**src/rtl/core/positional_insert_queue_macros.svh**
```systemverilog
// ----------------------------------------------------------------------------
// positional_insert_queue_macros
// assertion shorthands for the queue rtl
// ----------------------------------------------------------------------------
`ifndef POSITIONAL_INSERT_QUEUE_MACROS_SVH
`define POSITIONAL_INSERT_QUEUE_MACROS_SVH

// same-cycle implication, clocked on i_clk, off while in reset
`define PIQ_ASSERT_IMP(label, ante, cons, msg) \
    label: assert property (@(posedge i_clk) disable iff (!i_rst_n) (ante) |-> (cons)) \
        else $error(msg);

// next-cycle implication, clocked on i_clk, off while in reset
`define PIQ_ASSERT_NXT(label, ante, cons, msg) \
    label: assert property (@(posedge i_clk) disable iff (!i_rst_n) (ante) |=> (cons)) \
        else $error(msg);

`endif

```
**src/rtl/core/piq_pkg.sv**
```systemverilog
// ----------------------------------------------------------------------------
// piq_pkg
// request and result codes, sequencer states and fixed port widths
// ----------------------------------------------------------------------------
package piq_pkg;

    localparam int REQ_W      = 2;
    localparam int POS_W      = 8;
    localparam int CODE_W     = 2;
    localparam int PORT_TAG_W = 32;

    localparam logic [REQ_W-1:0] REQ_ADD    = 2'd0;
    localparam logic [REQ_W-1:0] REQ_REMOVE = 2'd1;
    localparam logic [REQ_W-1:0] REQ_STATUS = 2'd2;

    localparam logic [CODE_W-1:0] RC_OK    = 2'd0;
    localparam logic [CODE_W-1:0] RC_FULL  = 2'd1;
    localparam logic [CODE_W-1:0] RC_EMPTY = 2'd2;

    typedef enum logic [3:0] {
        S_IDLE,
        S_UP_RD,
        S_UP_WR,
        S_INS_WR,
        S_HEAD_RD,
        S_HEAD_CAP,
        S_DN_RD,
        S_DN_WR,
        S_RM_DONE,
        S_ST_RD,
        S_ST_OUT
    } t_state;

endpackage

```
**src/rtl/core/positional_insert_queue.sv**
```systemverilog
// ----------------------------------------------------------------------------
// positional_insert_queue
// bounded ordered tag queue with insert at position, head removal and readout
// ----------------------------------------------------------------------------
// A request beat is taken when start is high and busy is low. Every result
// beat shows on the o_ result ports for exactly one cycle with o_strobe high,
// and the receiver cannot stall it, so each beat must be captured when seen.
// The tags live in a single memory (one write, one registered read per cycle)
// with the head at cell 0; a small sequencer moves entries through that one
// port pair, each moved entry read, then written. An add to a full queue,
// a remove or status on an empty queue and an unused request code finish at
// once with busy low; all but the unused code give a result in the next
// cycle. An add shifts the entries from the insert index on toward the tail
// and writes the new tag; a remove reads the head and pulls each later entry
// forward; both give the result in the cycle after busy falls.
// A status readout gives a beat per entry, the last marked by o_last_of_run.
// No clearing after reset: cells at or past the count never reach a result.
// ----------------------------------------------------------------------------
`include "positional_insert_queue_macros.svh"

module positional_insert_queue #(
    parameter int QUEUE_DEPTH = 16,
    parameter int TAG_WIDTH   = 32
) (
    input  logic                                i_clk,
    input  logic                                i_rst_n,
    input  logic                                start,
    output logic                                busy,
    input  logic [piq_pkg::REQ_W-1:0]           i_req_type,
    input  logic [piq_pkg::PORT_TAG_W-1:0]      i_item_tag,
    input  logic [piq_pkg::POS_W-1:0]           i_insert_position,
    output logic                                o_strobe,
    output logic [piq_pkg::PORT_TAG_W-1:0]      o_entry_tag,
    output logic                                o_entry_valid,
    output logic                                o_last_of_run,
    output logic [piq_pkg::CODE_W-1:0]          o_result_code
);

    import piq_pkg::*;

    localparam int IDX_W = $clog2(QUEUE_DEPTH);
    localparam int CNT_W = $clog2(QUEUE_DEPTH + 1);

    // sequencer and queue state
    t_state                 r_state, n_state;
    logic [CNT_W-1:0]       r_count, n_count;
    logic [IDX_W-1:0]       r_ptr, n_ptr;
    logic [IDX_W-1:0]       r_at, n_at;
    logic [TAG_WIDTH-1:0]   r_tag, n_tag;
    logic [TAG_WIDTH-1:0]   r_head, n_head;

    // registered result beat
    logic                   r_strobe, n_strobe;
    logic [PORT_TAG_W-1:0]  r_entry_tag, n_entry_tag;
    logic                   r_entry_valid, n_entry_valid;
    logic                   r_last, n_last;
    logic [CODE_W-1:0]      r_code, n_code;

    // tag memory, one write and one registered read port
    logic [TAG_WIDTH-1:0]   r_mem [QUEUE_DEPTH];
    logic [TAG_WIDTH-1:0]   r_rd_data;
    logic [IDX_W-1:0]       mem_rd_addr;
    logic                   mem_we;
    logic [IDX_W-1:0]       mem_wr_addr;
    logic [TAG_WIDTH-1:0]   mem_wr_data;

    logic                   accept;
    logic                   is_full;
    logic                   is_empty;
    logic [POS_W-1:0]       pos_m1;
    logic                   pos_clamp;
    logic [IDX_W-1:0]       ins_at;
    logic [TAG_WIDTH-1:0]   tag_in;
    logic [TAG_WIDTH-1:0]   out_tag;
    logic [PORT_TAG_W-1:0]  out_tag_port;
    logic                   st_last;

    assign busy     = (r_state != S_IDLE);
    assign accept   = start && !busy;
    assign is_full  = (r_count == CNT_W'(QUEUE_DEPTH));
    assign is_empty = (r_count == '0);

    // insert index: position 0 or any index at or past the count appends at the tail
    assign pos_m1    = i_insert_position - POS_W'(1);
    assign pos_clamp = (i_insert_position == '0) || (pos_m1 >= POS_W'(r_count));
    assign ins_at    = pos_clamp ? r_count[IDX_W-1:0] : pos_m1[IDX_W-1:0];

    // status readout: last entry when the pointer reaches count - 1
    assign st_last = ((CNT_W'(r_ptr) + CNT_W'(1)) == r_count);

    // removed head or streamed entry feeds the result tag
    assign out_tag = (r_state == S_RM_DONE) ? r_head : r_rd_data;

    // tag width against the fixed 32-bit port
    generate
        if (TAG_WIDTH == PORT_TAG_W) begin : g_tag_eq
            assign tag_in       = i_item_tag;
            assign out_tag_port = out_tag;
        end else if (TAG_WIDTH > PORT_TAG_W) begin : g_tag_wide
            assign tag_in       = {{(TAG_WIDTH-PORT_TAG_W){1'b0}}, i_item_tag};
            assign out_tag_port = out_tag[PORT_TAG_W-1:0];
        end else begin : g_tag_narrow
            assign tag_in       = i_item_tag[TAG_WIDTH-1:0];
            assign out_tag_port = {{(PORT_TAG_W-TAG_WIDTH){1'b0}}, out_tag};
        end
    endgenerate

    // next state
    always_comb begin
        n_state = r_state;
        unique case (r_state)
            S_IDLE: begin
                if (accept) begin
                    case (i_req_type)
                        REQ_ADD: begin
                            if (!is_full) begin
                                n_state = (CNT_W'(ins_at) == r_count) ? S_INS_WR : S_UP_RD;
                            end
                        end
                        REQ_REMOVE: begin
                            if (!is_empty) begin
                                n_state = S_HEAD_RD;
                            end
                        end
                        REQ_STATUS: begin
                            if (!is_empty) begin
                                n_state = S_ST_RD;
                            end
                        end
                        default: n_state = S_IDLE;
                    endcase
                end
            end
            // shift toward the tail, from the last entry down to the insert index
            S_UP_RD:    n_state = S_UP_WR;
            S_UP_WR:    n_state = ((r_ptr - IDX_W'(1)) == r_at) ? S_INS_WR : S_UP_RD;
            S_INS_WR:   n_state = S_IDLE;
            // read the head, then pull every later entry forward
            S_HEAD_RD:  n_state = S_HEAD_CAP;
            S_HEAD_CAP: n_state = (r_count == CNT_W'(1)) ? S_RM_DONE : S_DN_RD;
            S_DN_RD:    n_state = S_DN_WR;
            S_DN_WR:    n_state = ((CNT_W'(r_ptr) + CNT_W'(2)) == r_count) ?
                                  S_RM_DONE : S_DN_RD;
            S_RM_DONE:  n_state = S_IDLE;
            // each readout beat: read the entry, then show it
            S_ST_RD:    n_state = S_ST_OUT;
            S_ST_OUT:   n_state = st_last ? S_IDLE : S_ST_RD;
            default:    n_state = S_IDLE;
        endcase
    end

    // outputs, memory control and datapath updates
    always_comb begin
        n_count       = r_count;
        n_ptr         = r_ptr;
        n_at          = r_at;
        n_tag         = r_tag;
        n_head        = r_head;
        n_strobe      = 1'b0;
        n_entry_tag   = '0;
        n_entry_valid = 1'b0;
        n_last        = 1'b0;
        n_code        = RC_OK;
        mem_rd_addr   = r_ptr;
        mem_we        = 1'b0;
        mem_wr_addr   = r_ptr;
        mem_wr_data   = r_rd_data;
        unique case (r_state)
            S_IDLE: begin
                if (accept) begin
                    case (i_req_type) inside
                        REQ_ADD: begin
                            if (is_full) begin
                                n_strobe = 1'b1;
                                n_last   = 1'b1;
                                n_code   = RC_FULL;
                            end else begin
                                n_tag = tag_in;
                                n_at  = ins_at;
                                n_ptr = r_count[IDX_W-1:0];
                            end
                        end
                        REQ_REMOVE, REQ_STATUS: begin
                            if (is_empty) begin
                                n_strobe = 1'b1;
                                n_last   = 1'b1;
                                n_code   = RC_EMPTY;
                            end else begin
                                n_ptr = '0;
                            end
                        end
                        default: n_ptr = r_ptr;
                    endcase
                end
            end
            S_UP_RD: begin
                mem_rd_addr = r_ptr - IDX_W'(1);
            end
            S_UP_WR: begin
                mem_we      = 1'b1;
                mem_wr_addr = r_ptr;
                mem_wr_data = r_rd_data;
                n_ptr       = r_ptr - IDX_W'(1);
            end
            S_INS_WR: begin
                mem_we      = 1'b1;
                mem_wr_addr = r_at;
                mem_wr_data = r_tag;
                n_count     = r_count + CNT_W'(1);
                n_strobe    = 1'b1;
                n_last      = 1'b1;
            end
            S_HEAD_RD: begin
                mem_rd_addr = '0;
            end
            S_HEAD_CAP: begin
                n_head = r_rd_data;
            end
            S_DN_RD: begin
                mem_rd_addr = r_ptr + IDX_W'(1);
            end
            S_DN_WR: begin
                mem_we      = 1'b1;
                mem_wr_addr = r_ptr;
                mem_wr_data = r_rd_data;
                n_ptr       = r_ptr + IDX_W'(1);
            end
            S_RM_DONE: begin
                n_count       = r_count - CNT_W'(1);
                n_strobe      = 1'b1;
                n_entry_tag   = out_tag_port;
                n_entry_valid = 1'b1;
                n_last        = 1'b1;
            end
            S_ST_RD: begin
                mem_rd_addr = r_ptr;
            end
            S_ST_OUT: begin
                n_strobe      = 1'b1;
                n_entry_tag   = out_tag_port;
                n_entry_valid = 1'b1;
                n_last        = st_last;
                n_ptr         = r_ptr + IDX_W'(1);
            end
            default: n_ptr = r_ptr;
        endcase
    end

    // control registers
    always_ff @(posedge i_clk) begin
        if (!i_rst_n) begin
            r_state  <= S_IDLE;
            r_count  <= '0;
            r_strobe <= 1'b0;
        end else begin
            r_state  <= n_state;
            r_count  <= n_count;
            r_strobe <= n_strobe;
        end
    end

    // payload registers
    always_ff @(posedge i_clk) begin
        r_ptr         <= n_ptr;
        r_at          <= n_at;
        r_tag         <= n_tag;
        r_head        <= n_head;
        r_entry_tag   <= n_entry_tag;
        r_entry_valid <= n_entry_valid;
        r_last        <= n_last;
        r_code        <= n_code;
    end

    // tag memory
    always_ff @(posedge i_clk) begin
        if (mem_we) begin
            r_mem[mem_wr_addr] <= mem_wr_data;
        end
        r_rd_data <= r_mem[mem_rd_addr];
    end

    assign o_strobe      = r_strobe;
    assign o_entry_tag   = r_entry_tag;
    assign o_entry_valid = r_entry_valid;
    assign o_last_of_run = r_last;
    assign o_result_code = r_code;

    // checks
    `PIQ_ASSERT_IMP(a_count_bound, 1'b1, r_count <= CNT_W'(QUEUE_DEPTH),
        "entry count beyond queue depth")
    `PIQ_ASSERT_IMP(a_valid_ok, o_strobe && o_entry_valid, o_result_code == RC_OK,
        "valid entry beat with an error code")
    `PIQ_ASSERT_NXT(a_ins_count, r_state == S_INS_WR, r_count == $past(r_count) + CNT_W'(1),
        "insert did not grow the count")
    `PIQ_ASSERT_NXT(a_empty_remove, accept && is_empty && (i_req_type == REQ_REMOVE),
        o_strobe && o_last_of_run && (o_result_code == RC_EMPTY),
        "remove on empty queue not flagged")
    `PIQ_ASSERT_IMP(a_st_ptr, r_state == S_ST_RD || r_state == S_ST_OUT,
        CNT_W'(r_ptr) < r_count, "readout pointer past the count")

endmodule

```
**config.mk**
```make
export PLATFORM = sky130hd
export DESIGN_NAME = positional_insert_queue
export DESIGN_NICKNAME = d
export VERILOG_FILES = /design/src/rtl/core/piq_pkg.sv /design/src/rtl/core/positional_insert_queue.sv
export VERILOG_INCLUDE_DIRS = /design/src /design/src/rtl/core
export SDC_FILE = /design/constraint.sdc
export NUM_CORES = 1
export LEC_CHECK = 0
export ABC_CLOCK_PERIOD_IN_PS = 9650
export BUFFER_PORTS_ARGS = -buffer_cell sky130_fd_sc_hd__buf_4
export CORE_UTILIZATION = 45
export CTS_CLUSTER_DIAMETER = 80
export DETAILED_ROUTE_END_ITERATION = 10
export SYNTH_ARGS = -nofsm -noshare
export SYNTH_HDL_FRONTEND = slang
export SYNTH_SLANG_ARGS = --single-unit
export TNS_END_PERCENT = 1
```
**constraint.sdc**
```tcl
create_clock -name i_clk -period 9.65 [get_ports i_clk]
set_input_delay 0.4825 -clock i_clk [delete_from_list [all_inputs] [get_ports i_clk]]
set_output_delay 0.4825 -clock i_clk [all_outputs]
set_load 0.05 [all_outputs]
```
==> results.md, run 1 <==
* Post-synthesis sequential area ratio at 0.7349
* Clk slew on worst S/H paths at 0.06 ns
* ANT nets after route at 0
* Async SR Flop Fraction at 0
* Final critical-path required period at 4.219 ns
* Synth top area share at 0.6748
* Final Wtd Congestion at 0.8201
* Clk_skew at 0.01923 ns
* Crit path buf inv count at 2
* Diodes inserted at 0
* Status: complete, no violations
* Worst-Skew Late Latency at 0.61 ns
* Crit-path cells: nor4_1 > o21ai_1 > and3_4 > buf_4 > buf_4 > mux2i_1 > a22oi_1 > a32oi_1 > nand2_1
* Area Overhead vs Synth at 14.39%
* Tightest Pin Transition at 1.147 ns
* CP required at a little over 10 ns
* Cells after Synth at 1846
* Largest net degree at the start of global routing at ~100
* DRC at 0
* Overall power at approximately 0.0079 W
* Leakage power at 10.24 nW
* Met1 Track Usage GR at 0.2926
* CTS root buf: clkbuf_16
* Pwr dens at approximately 260 mW/mm^2
* Setup Viol. Count Final at 0
* CTS tree: yes
* Sum of negative setup slack at 0 ns
* Crit path arrival time at 4.70 ns
* First-pass GRT wire length at 95.34 mm
* Slowest-stage cell, CP: dfxtp_1
* DRT iter0 DRCs at 1442
* Post-CTS setup buffers at 0
* Post-Syn Area at 0.02599 sq mm
* CP startpoint kind: register
* Final Hold Vio Count at 0
* Fmax at 0.2370 GHz
* Port Buffers at 82
* Cts repair resizes at 0
* Yosys cell types at 62
* DIE WIDTH at 242.3 um
* Global route total overflow at 0
* Routed WL per cell at 23.43 um
* Io pins at between 80 and 90
* Row cnt at 87
* H-tree lvl count at 3
* Most frequent CP cell: buf_4
* Vias at 15620
* Critical path's largest stage delay at approximately 0.90 ns
* Core Area at 0.05671 sq mm
* #FFs+latches synth at 662
* CP delay by family, top: buffers and inverters
* Slew headroom at 0.2350
* Die area at just under 0.06 sq mm
* Yosys warns at 0
* Most common library cell in the layout ignoring fill and taps: edfxtp_1
* CP Max Fanout at 74
* Worst hold path type: in2reg
* Via density at roughly 5.7
* Post-Route WL at roughly 64 mm
* Synth area leader: edfxtp_1
* Setup CP Type: reg2reg
* CTS Sinks at between 600 and 700
* CP Capture Type: register
* Busiest grt layer: met2
* Count of flip-flops with a built-in enable after synthesis at roughly 580
* Initial antenna violation count at 1
* Maximum vdd drop at about 0.00015 V
* Final period util at 0.4372
* DR pass1 iterations at 5
* Top post-synthesis cells by area: edfxtp_1 (67%), dfxtp_1 (6.0%), nand2_1 (4.8%), a21oi_1 (4.0%), a22oi_1 (3.8%)
* Layout cells sized above 1 at 0.1448
* Vias in the first global route at around 15000
* Max_cap viols at 0
* Mean Syn Cell Area at 14.08 sq um
* GRT met2 Usage at 0.3539
* Met3 Use GR at 0.03600
* Final core utilization at 0.5242
* Nets@finish at roughly 2000
* Initial Util at 0.4582
* Total nets after synthesis at 1912
* GR Util All Layers at 0.2157
* CTS hold repair buffers at 0
* Die height at 242.3 um
* Most frequent cells in the layout: edfxtp_1 (584), nand2_1 (334), a21oi_1 (208)
* Top FF cell, synth: edfxtp_1
* Clock buffer depth at 3
* RSZ-0062 raised after global routing: false
* Fin. max-slew vios at 0
* Post-detail-place hpwl at 32.24 mm
* CTS buffer count at about 70
[flip-flops by register name (all words and copies together) (netlist names), 2 cells and up]
name           cells
r_rd_data         32
r_head            32
r_state            4
o_result_code      2
r_tag             32
r_at               4
r_count            5
r_ptr              4
r_mem            512
o_entry_tag       32
[per-stage QoR]
step,worst slack (ns),instances,area [sq um],hold WS [ns]
floorplan,6.236,1846,25990,0.4271
global placement,5.632,2593,27310,0.4391
detailed placement,5.508,2593,27310,0.4410
CTS,5.489,2724,29730,0.01934
global route,5.183,2724,29730,0.02649
finish,5.431,2724,29730,0.05044
[kinds of logic after synthesis]
group                      Yosys count  share of synthesized area
DFF                                662                     0.7349
buffers and inverters              144                    0.02841
xor gates and xnor gates            26                   0.008763
adders and majority gates           21                    0.01011
and+or+nand+nor                    470                    0.07718
AOI/OAI and AO/OA                  458                     0.1141
muxes                               65                    0.02658
[Yosys cell counts (all sizes together), types with 2 or more instances]
library cell and instances:
nand4 2, or3 2, nand2b 4, edfxtp 584
buf 76, ha 21, a41oi 2, a22o 32
nand2 334, nor2 39, nand3 41, nor3b 4
and2 8, a32oi 33, mux2 32, and4 2
a22oi 132, o21a 2, nor2b 3, mux2i 33
a31oi 11, or4b 2, o22ai 2, inv 20
a21boi 3, xor2 5, xnor2 21, o21ai 22
dfxtp 78, clkbuf 47, and3 6, nor3 12
o211ai 2, nor4 4, a21oi 208
[per-layer routing]
metal / wire (um) / part of all wire
met4: 1437 / 0.023
met1: 27660 / 0.43
met3: 3611 / 0.057
met2: 31100 / 0.49
met5: 0 / 0
[worst register-to-register path, cell delays in order, from the launching register on]
cell	delay [ns]
dfxtp_1	0.90
nor4_1	0.16
o21ai_1	0.31
and3_4	0.51
buf_4	0.76
buf_4	0.78
mux2i_1	0.30
a22oi_1	0.11
a32oi_1	0.20
nand2_1	0.08
[worst paths after layout]
path / from / end / slack (ns) / cells after the start
worst max-delay path: r_state[1]$_SDFFE_PN0P_ / r_rd_data[9]$_DFF_P_ / 5.43 / 9
worst min-delay path: i_item_tag[27] / r_tag[27]$_DFFE_PP_ / 0.05 / 1
worst max register to register: r_state[1]$_SDFFE_PN0P_ / r_rd_data[9]$_DFF_P_ / 5.43 / 9
worst min register to register: r_rd_data[16]$_DFF_P_ / r_head[16]$_DFFE_PN_ / 0.45 / 0
[area by class of cell]
cell class,instances,area [sq um]
timing repair buffer,114,855.8
fill,4700,26990
sequential,662,19100
multi-input combinational,1040,6334
clock inverter,32,397.9
tap,756,945.9
clock buffer,99,2017
inverter,21,78.83
[report_power, final]
part | internal [W] | switching (W) | total, W
logic | 0.000403 | 0.000992 | 0.00140
clock network | 0.00171 | 0.00110 | 0.00280
registers | 0.00357 | 0.000101 | 0.00368
total | 0.00568 | 0.00219 | 0.00787
Note: power is estimated with default switching activity, not from simulation.
==> run 2, diff against run 1 <==
--- a/config.mk
+++ b/config.mk
@@ -6,7 +6,7 @@
 export SDC_FILE = /design/constraint.sdc
 export NUM_CORES = 1
 export LEC_CHECK = 0
-export ABC_CLOCK_PERIOD_IN_PS = 9650
+export ABC_CLOCK_PERIOD_IN_PS = 3500
 export BUFFER_PORTS_ARGS = -buffer_cell sky130_fd_sc_hd__buf_4
 export CORE_UTILIZATION = 45
 export CTS_CLUSTER_DIAMETER = 80
==> constraint.sdc (replaced) <==
create_clock -name i_clk -period 3.5 [get_ports i_clk]
set_input_delay 0.175 -clock i_clk [delete_from_list [all_inputs] [get_ports i_clk]]
set_output_delay 0.175 -clock i_clk [all_outputs]
set_load 0.05 [all_outputs]
==> results.md, run 2 (same netlist as run 1, synthesis figures left out) <==
* H-tree lvl count at 3
* Crit-path cells: buf_4 > buf_4 > nor4_1 > inv_1 > buf_4
* Top reg by flops: r_mem
* Final critical-path required period at roughly 3 ns
* Vias in the first global route at between 15000 and 20000
* Most frequent cells in the layout: edfxtp_1 (584), nand2_1 (334), a21oi_1 (208)
* Placement Cell Area at 0.02797 sq mm
* Slowest-stage cell, CP: nor4_1
* CTS tree: yes
* Die height at 242.3 um
* Slew headroom at 0.2959
* Final period util at 0.8580
* Setup CP Type: reg2out
* Pwr dens at 707.4 mW/mm^2
* Critical path's largest stage delay at 0.89 ns
* DIE WIDTH at ~240 um
* CTS root buf: clkbuf_16
* Initial Util at 0.4582
* Worst slack on hold paths at 0.08149 ns
* Tightest Pin Transition at 1.051 ns
* DR pass1 iterations at 5
* Overall power at 0.02172 W
* Fin. max-slew vios at 0
* Leakage power at 10.68 nW
* Clk network pwr share at 0.348
* Final Hold Vio Count at 0
* Switching share of power at 0.2771
* Die area at 0.05871 sq mm
* Placement Setup Slack at between 0.6 and 0.7 ns
* ANT nets after route at 0
* Largest net degree at the start of global routing at 79
* CP required at roughly 3.3 ns
* Diodes inserted at 0
* Sum of negative setup slack at 0 ns
* Fmax at roughly 0.33 GHz
* Worst-Skew Late Latency at 0.60 ns
* RSZ-0062 raised after global routing: false
* Post-detail-place hpwl at 34.37 mm
* Port Buffers at 82
* Clk_skew at 0.02673 ns
* Most common library cell in the layout ignoring fill and taps: edfxtp_1
* DRT iter0 DRCs at 1431
* Nets@finish at 2051
* Maximum vdd drop at 0.0003379 V
* Layout cells sized above 1 at 0.1607
* Clock buffer depth at 3
* Crit path arrival time at 2.83 ns
* Initial antenna violation count at 1
* GR Util All Layers at 0.2120
* Core Area at 0.05671 sq mm
* CP Max Fanout at 12
* Row cnt at 87
* CP startpoint kind: register
* Via density at 5.660
* CTS Sinks at 662
* Post-Route WL at 61.90 mm
* Logic pwr share at 0.186
* Post-CTS setup buffers at 0
* CP Capture Type: output port
* Status: complete, no violations
* First-pass GRT wire length at between 90 and 100 mm
* Worst hold path type: in2reg
* Global route total overflow at 0
* Vias at about 16000
* Internal Power at roughly 0.016 W
* Max FFs per register at 512
* PnR worst setup slack at 0.4971 ns
* Area Overhead vs Synth at 18.12%
* Routed WL per cell at 22.13 um
* Net switching power at 0.006017 W
* Max_cap viols at 0
* Fin area at roughly 0.031 sq mm
* Layout fillers at 4520
* Setup Viol. Count Final at 0
* Io pins at 83
* Most frequent CP cell: buf_4
* CTS buffer count at 70
* Clk slew on worst S/H paths at 0.06 ns
* Final Wtd Congestion at about 0.83
* DRC at 0
* Sequential power share at 0.466
## run 2: path summary, 6_finish.rpt
| kind | startpoint | end | slack (ns) | depth (start not counted) |
|---|---|---|---|---|
| max reg2reg | r_state[1]$_SDFFE_PN0P_ | r_tag[4]$_DFFE_PP_ | 0.55 | 6 |
| min | i_req_type[0] | r_state[2]$_SDFFE_PN0P_ | 0.08 | 4 |
| min reg2reg | r_rd_data[17]$_DFF_P_ | r_head[17]$_DFFE_PN_ | 0.44 | 0 |
| max | r_state[1]$_SDFFE_PN0P_ | busy | 0.50 | 5 |
## run 2: critical path: cells and delay by family, from the launching register on
family | cells | cell delay, ns
flops | 1 | 0.43
buf+inv | 4 | 0.91
simple gates | 1 | 0.89
## run 2: what timing repair did
item / 4_1_cts / 5_1_grt
hold endpoints to repair: 45 / 0
resized for setup: 0 / 0
hold buffers: 35 / 0
## run 2: through the flow
stage          std cells  utilization
2_1_floorplan       1846            -
3_3_place_gp        2634       0.4932
3_5_place_dp        2634       0.4932
4_1_cts             2797       0.5412
5_1_grt             2797       0.5412
6_report            2797       0.5412
## run 2: metal layers
metal / up-vias / share of wire / track usage
met2: 531 / 0.47 / 0.3339
met5: - / 0 / 0
li1: 7273 / - / -
met4: 0 / 0.023 / 0.07316
met3: 95 / 0.065 / 0.03490
met1: 7931 / 0.44 / 0.2986
## run 2: power groups by stage
stage / logic [W] / clock network (W) / registers (W)
floorplan: 0.00276 / 0 / 0.0102
global placement: 0.00392 / 0 / 0.0103
detailed placement: 0.00401 / 0 / 0.0103
CTS: 0.00405 / 0.00770 / 0.0101
global route: 0.00447 / 0.00800 / 0.0102
finish: 0.00403 / 0.00756 / 0.0101
## run 2: cell type report
class	count	area, sq um	share of cell area
Inverter	21	78.83	0.002568
Sequential cell	662	19100	0.6222
Clock buffer	98	2021	0.06583
Timing Repair Buffer	190	1864	0.06073
Clock inverter	30	354.1	0.01154
Tap cell	756	945.9	0.03082
Multi-Input combinational cell	1040	6334	0.2063
==> run 3, diff against run 2 <==
--- a/config.mk
+++ b/config.mk
@@ -8,9 +8,10 @@
 export LEC_CHECK = 0
 export ABC_CLOCK_PERIOD_IN_PS = 3500
 export BUFFER_PORTS_ARGS = -buffer_cell sky130_fd_sc_hd__buf_4
-export CORE_UTILIZATION = 45
+export CORE_UTILIZATION = 47
 export CTS_CLUSTER_DIAMETER = 80
 export DETAILED_ROUTE_END_ITERATION = 10
+export PLACE_DENSITY = 0.65
 export SYNTH_ARGS = -nofsm -noshare
 export SYNTH_HDL_FRONTEND = slang
 export SYNTH_SLANG_ARGS = --single-unit
==> results.md, run 3 (same netlist as run 1, synthesis figures left out) <==
* R2r endpoint: r_rd_data[11]$_DFF_P_
* CTS Sinks at 662
* First-pass GRT wire length at 93.65 mm
* Core Area at ~0.054 sq mm
* Fin area at 0.03067 sq mm
* Vias in the first global route at 15760
* Min-Delay Endpoint: r_state[2]$_SDFFE_PN0P_
* CTS buffer count at 69
* CP Max Fanout at 26
* Nets@finish at 2061
* Max FFs per register at about 510
* Port Buffers at 82
* Final core utilization at 0.5655
* Min-Delay Path Depth at 4
* Worst-Skew Late Latency at 0.62 ns
* Sum of negative setup slack at 0 ns
* RSZ-0062 raised after global routing: false
* Largest net degree at the start of global routing at 66
* DR pass1 iterations at 5
* Layout fillers at 4289
* Initial antenna violation count at 0
* Worst hold path type: in2reg
* Status: complete, no violations
* Fin. max-slew vios at 0
* Most common library cell in the layout ignoring fill and taps: edfxtp_1
* Row cnt at 85
* H-tree lvl count at 3
* Post-detail-place hpwl at 34.68 mm
* Crit path arrival time at around 3.5 ns
* Area Overhead vs Synth at 18.03%
* Die height at 237.1 um
* Setup Viol. Count Final at 0
* CP Capture Type: register
* Clk_skew at 0.02383 ns
* Leakage power at roughly 11 nW
* Post-Route WL at ~62 mm
* Reg-to-Reg Start: r_ptr[1]$_DFFE_PP_
* Io pins at 83
* Slew headroom at 0.2580
* Final period util at 0.8540
* Diodes inserted at 0
* CP required at 4.05 ns
* Final Hold Vio Count at 0
* Most frequent cells in the layout: edfxtp_1 (584), nand2_1 (334), a21oi_1 (208)
* Hold Startpoint: i_req_type[0]
* Top reg by flops: r_mem
* Clk slew on worst S/H paths at around 0.070 ns
* Clock buffer depth at 3
* Pwr dens at around 710 mW/mm^2
* Placement Cell Area at 0.02795 sq mm
* Die area at 0.05624 sq mm
* CTS tree: yes
* ANT nets after route at 0
* Tightest Pin Transition at 1.108 ns
* R2r setup slk at 0.51 ns
* Global route total overflow at 0
* DRC at 0
* DIE WIDTH at 237.1 um
* Fmax at 0.3346 GHz
* Vias at 16000
* Final Wtd Congestion at 0.8512
* Max_cap viols at 0
* R2R depth at 10
* Routed WL per cell at 22.39 um
* GR Util All Layers at 0.2214
* Maximum vdd drop at 0.0004205 V
* Via density at 5.822
* Layout cells sized above 1 at 0.1662
* CP startpoint kind: register
* Setup CP Type: reg2reg
* Final critical-path required period at 2.989 ns
* Initial Util at 0.4791
* DRT iter0 DRCs at 1525
* Cts repair resizes at 0
* CTS root buf: clkbuf_16
-- run 3: report_power, final --
part	switching [W]	internal (W)	total, W
clock	0.00300	0.00455	0.00755
sequential	0.000250	0.00985	0.0101
combinational	0.00276	0.00135	0.00411
total	0.00601	0.0157	0.0218
-- run 3: through the flow --
step / cells / hold slack (ns) / power [W] / worst slack, ns
after floorplan: 1846 / 0.2739 / 0.01296 / 0.08585
after global placement: 2585 / 0.3535 / 0.01422 / 0.6356
after detailed placement: 2585 / 0.3545 / 0.01437 / 0.5524
after CTS: 2748 / 0.02852 / 0.02191 / 0.5376
after global routing: 2748 / 0.07412 / 0.02262 / 0.3046
final: 2748 / 0.06547 / 0.02176 / 0.5112
-- run 3: worst max-delay path by stage --
stage,cells after the start,startpoint,to
2_1_floorplan,7,r_state[2]$_SDFFE_PN0P_,r_mem[6][0]$_DFFE_PP_
3_3_place_gp,9,r_ptr[1]$_DFFE_PP_,r_rd_data[14]$_DFF_P_
3_5_place_dp,10,r_ptr[1]$_DFFE_PP_,r_rd_data[10]$_DFF_P_
4_1_cts,10,r_ptr[1]$_DFFE_PP_,r_rd_data[10]$_DFF_P_
5_1_grt,9,r_ptr[1]$_DFFE_PP_,r_rd_data[14]$_DFF_P_
6_report,10,r_ptr[1]$_DFFE_PP_,r_rd_data[11]$_DFF_P_
-- run 3: final cells by class --
cell class | instances | area (sq um) | share of cell area
multi-input combinational | 1040 | 6332 | 0.2065
inverter | 21 | 78.83 | 0.002570
tap | 696 | 870.8 | 0.02839
clock buffer | 94 | 2004 | 0.06535
timing repair buffer | 201 | 1922 | 0.06266
sequential | 662 | 19100 | 0.6227
clock inverter | 34 | 365.4 | 0.01191
-- run 3: critical path: stages, from the launching register on --
cell	delay, ns
edfxtp_1	0.57
inv_1	0.15
ha_1	0.45
a21boi_0	0.49
o311a_4	0.34
buf_12	0.21
buf_12	0.20
a21oi_1	0.07
a22oi_1	0.20
a22oi_1	0.13
nand2_1	0.10
-- run 3: routing by layer --
layer | track usage | routed length (um) | vias up
met2 | 0.3650 | 30150 | 527
li1 | - | - | 7278
met4 | 0.08113 | 1762 | 0
met3 | 0.03635 | 3586 | 122
met5 | 0 | 0 | -
met1 | 0.2972 | 26020 | 8072
-- run 3: repair_timing --
item | CTS | global route
setup buffers | 0 | 0
endpoints found under the hold margin | 45 | 0
hold buffers | 35 | 0
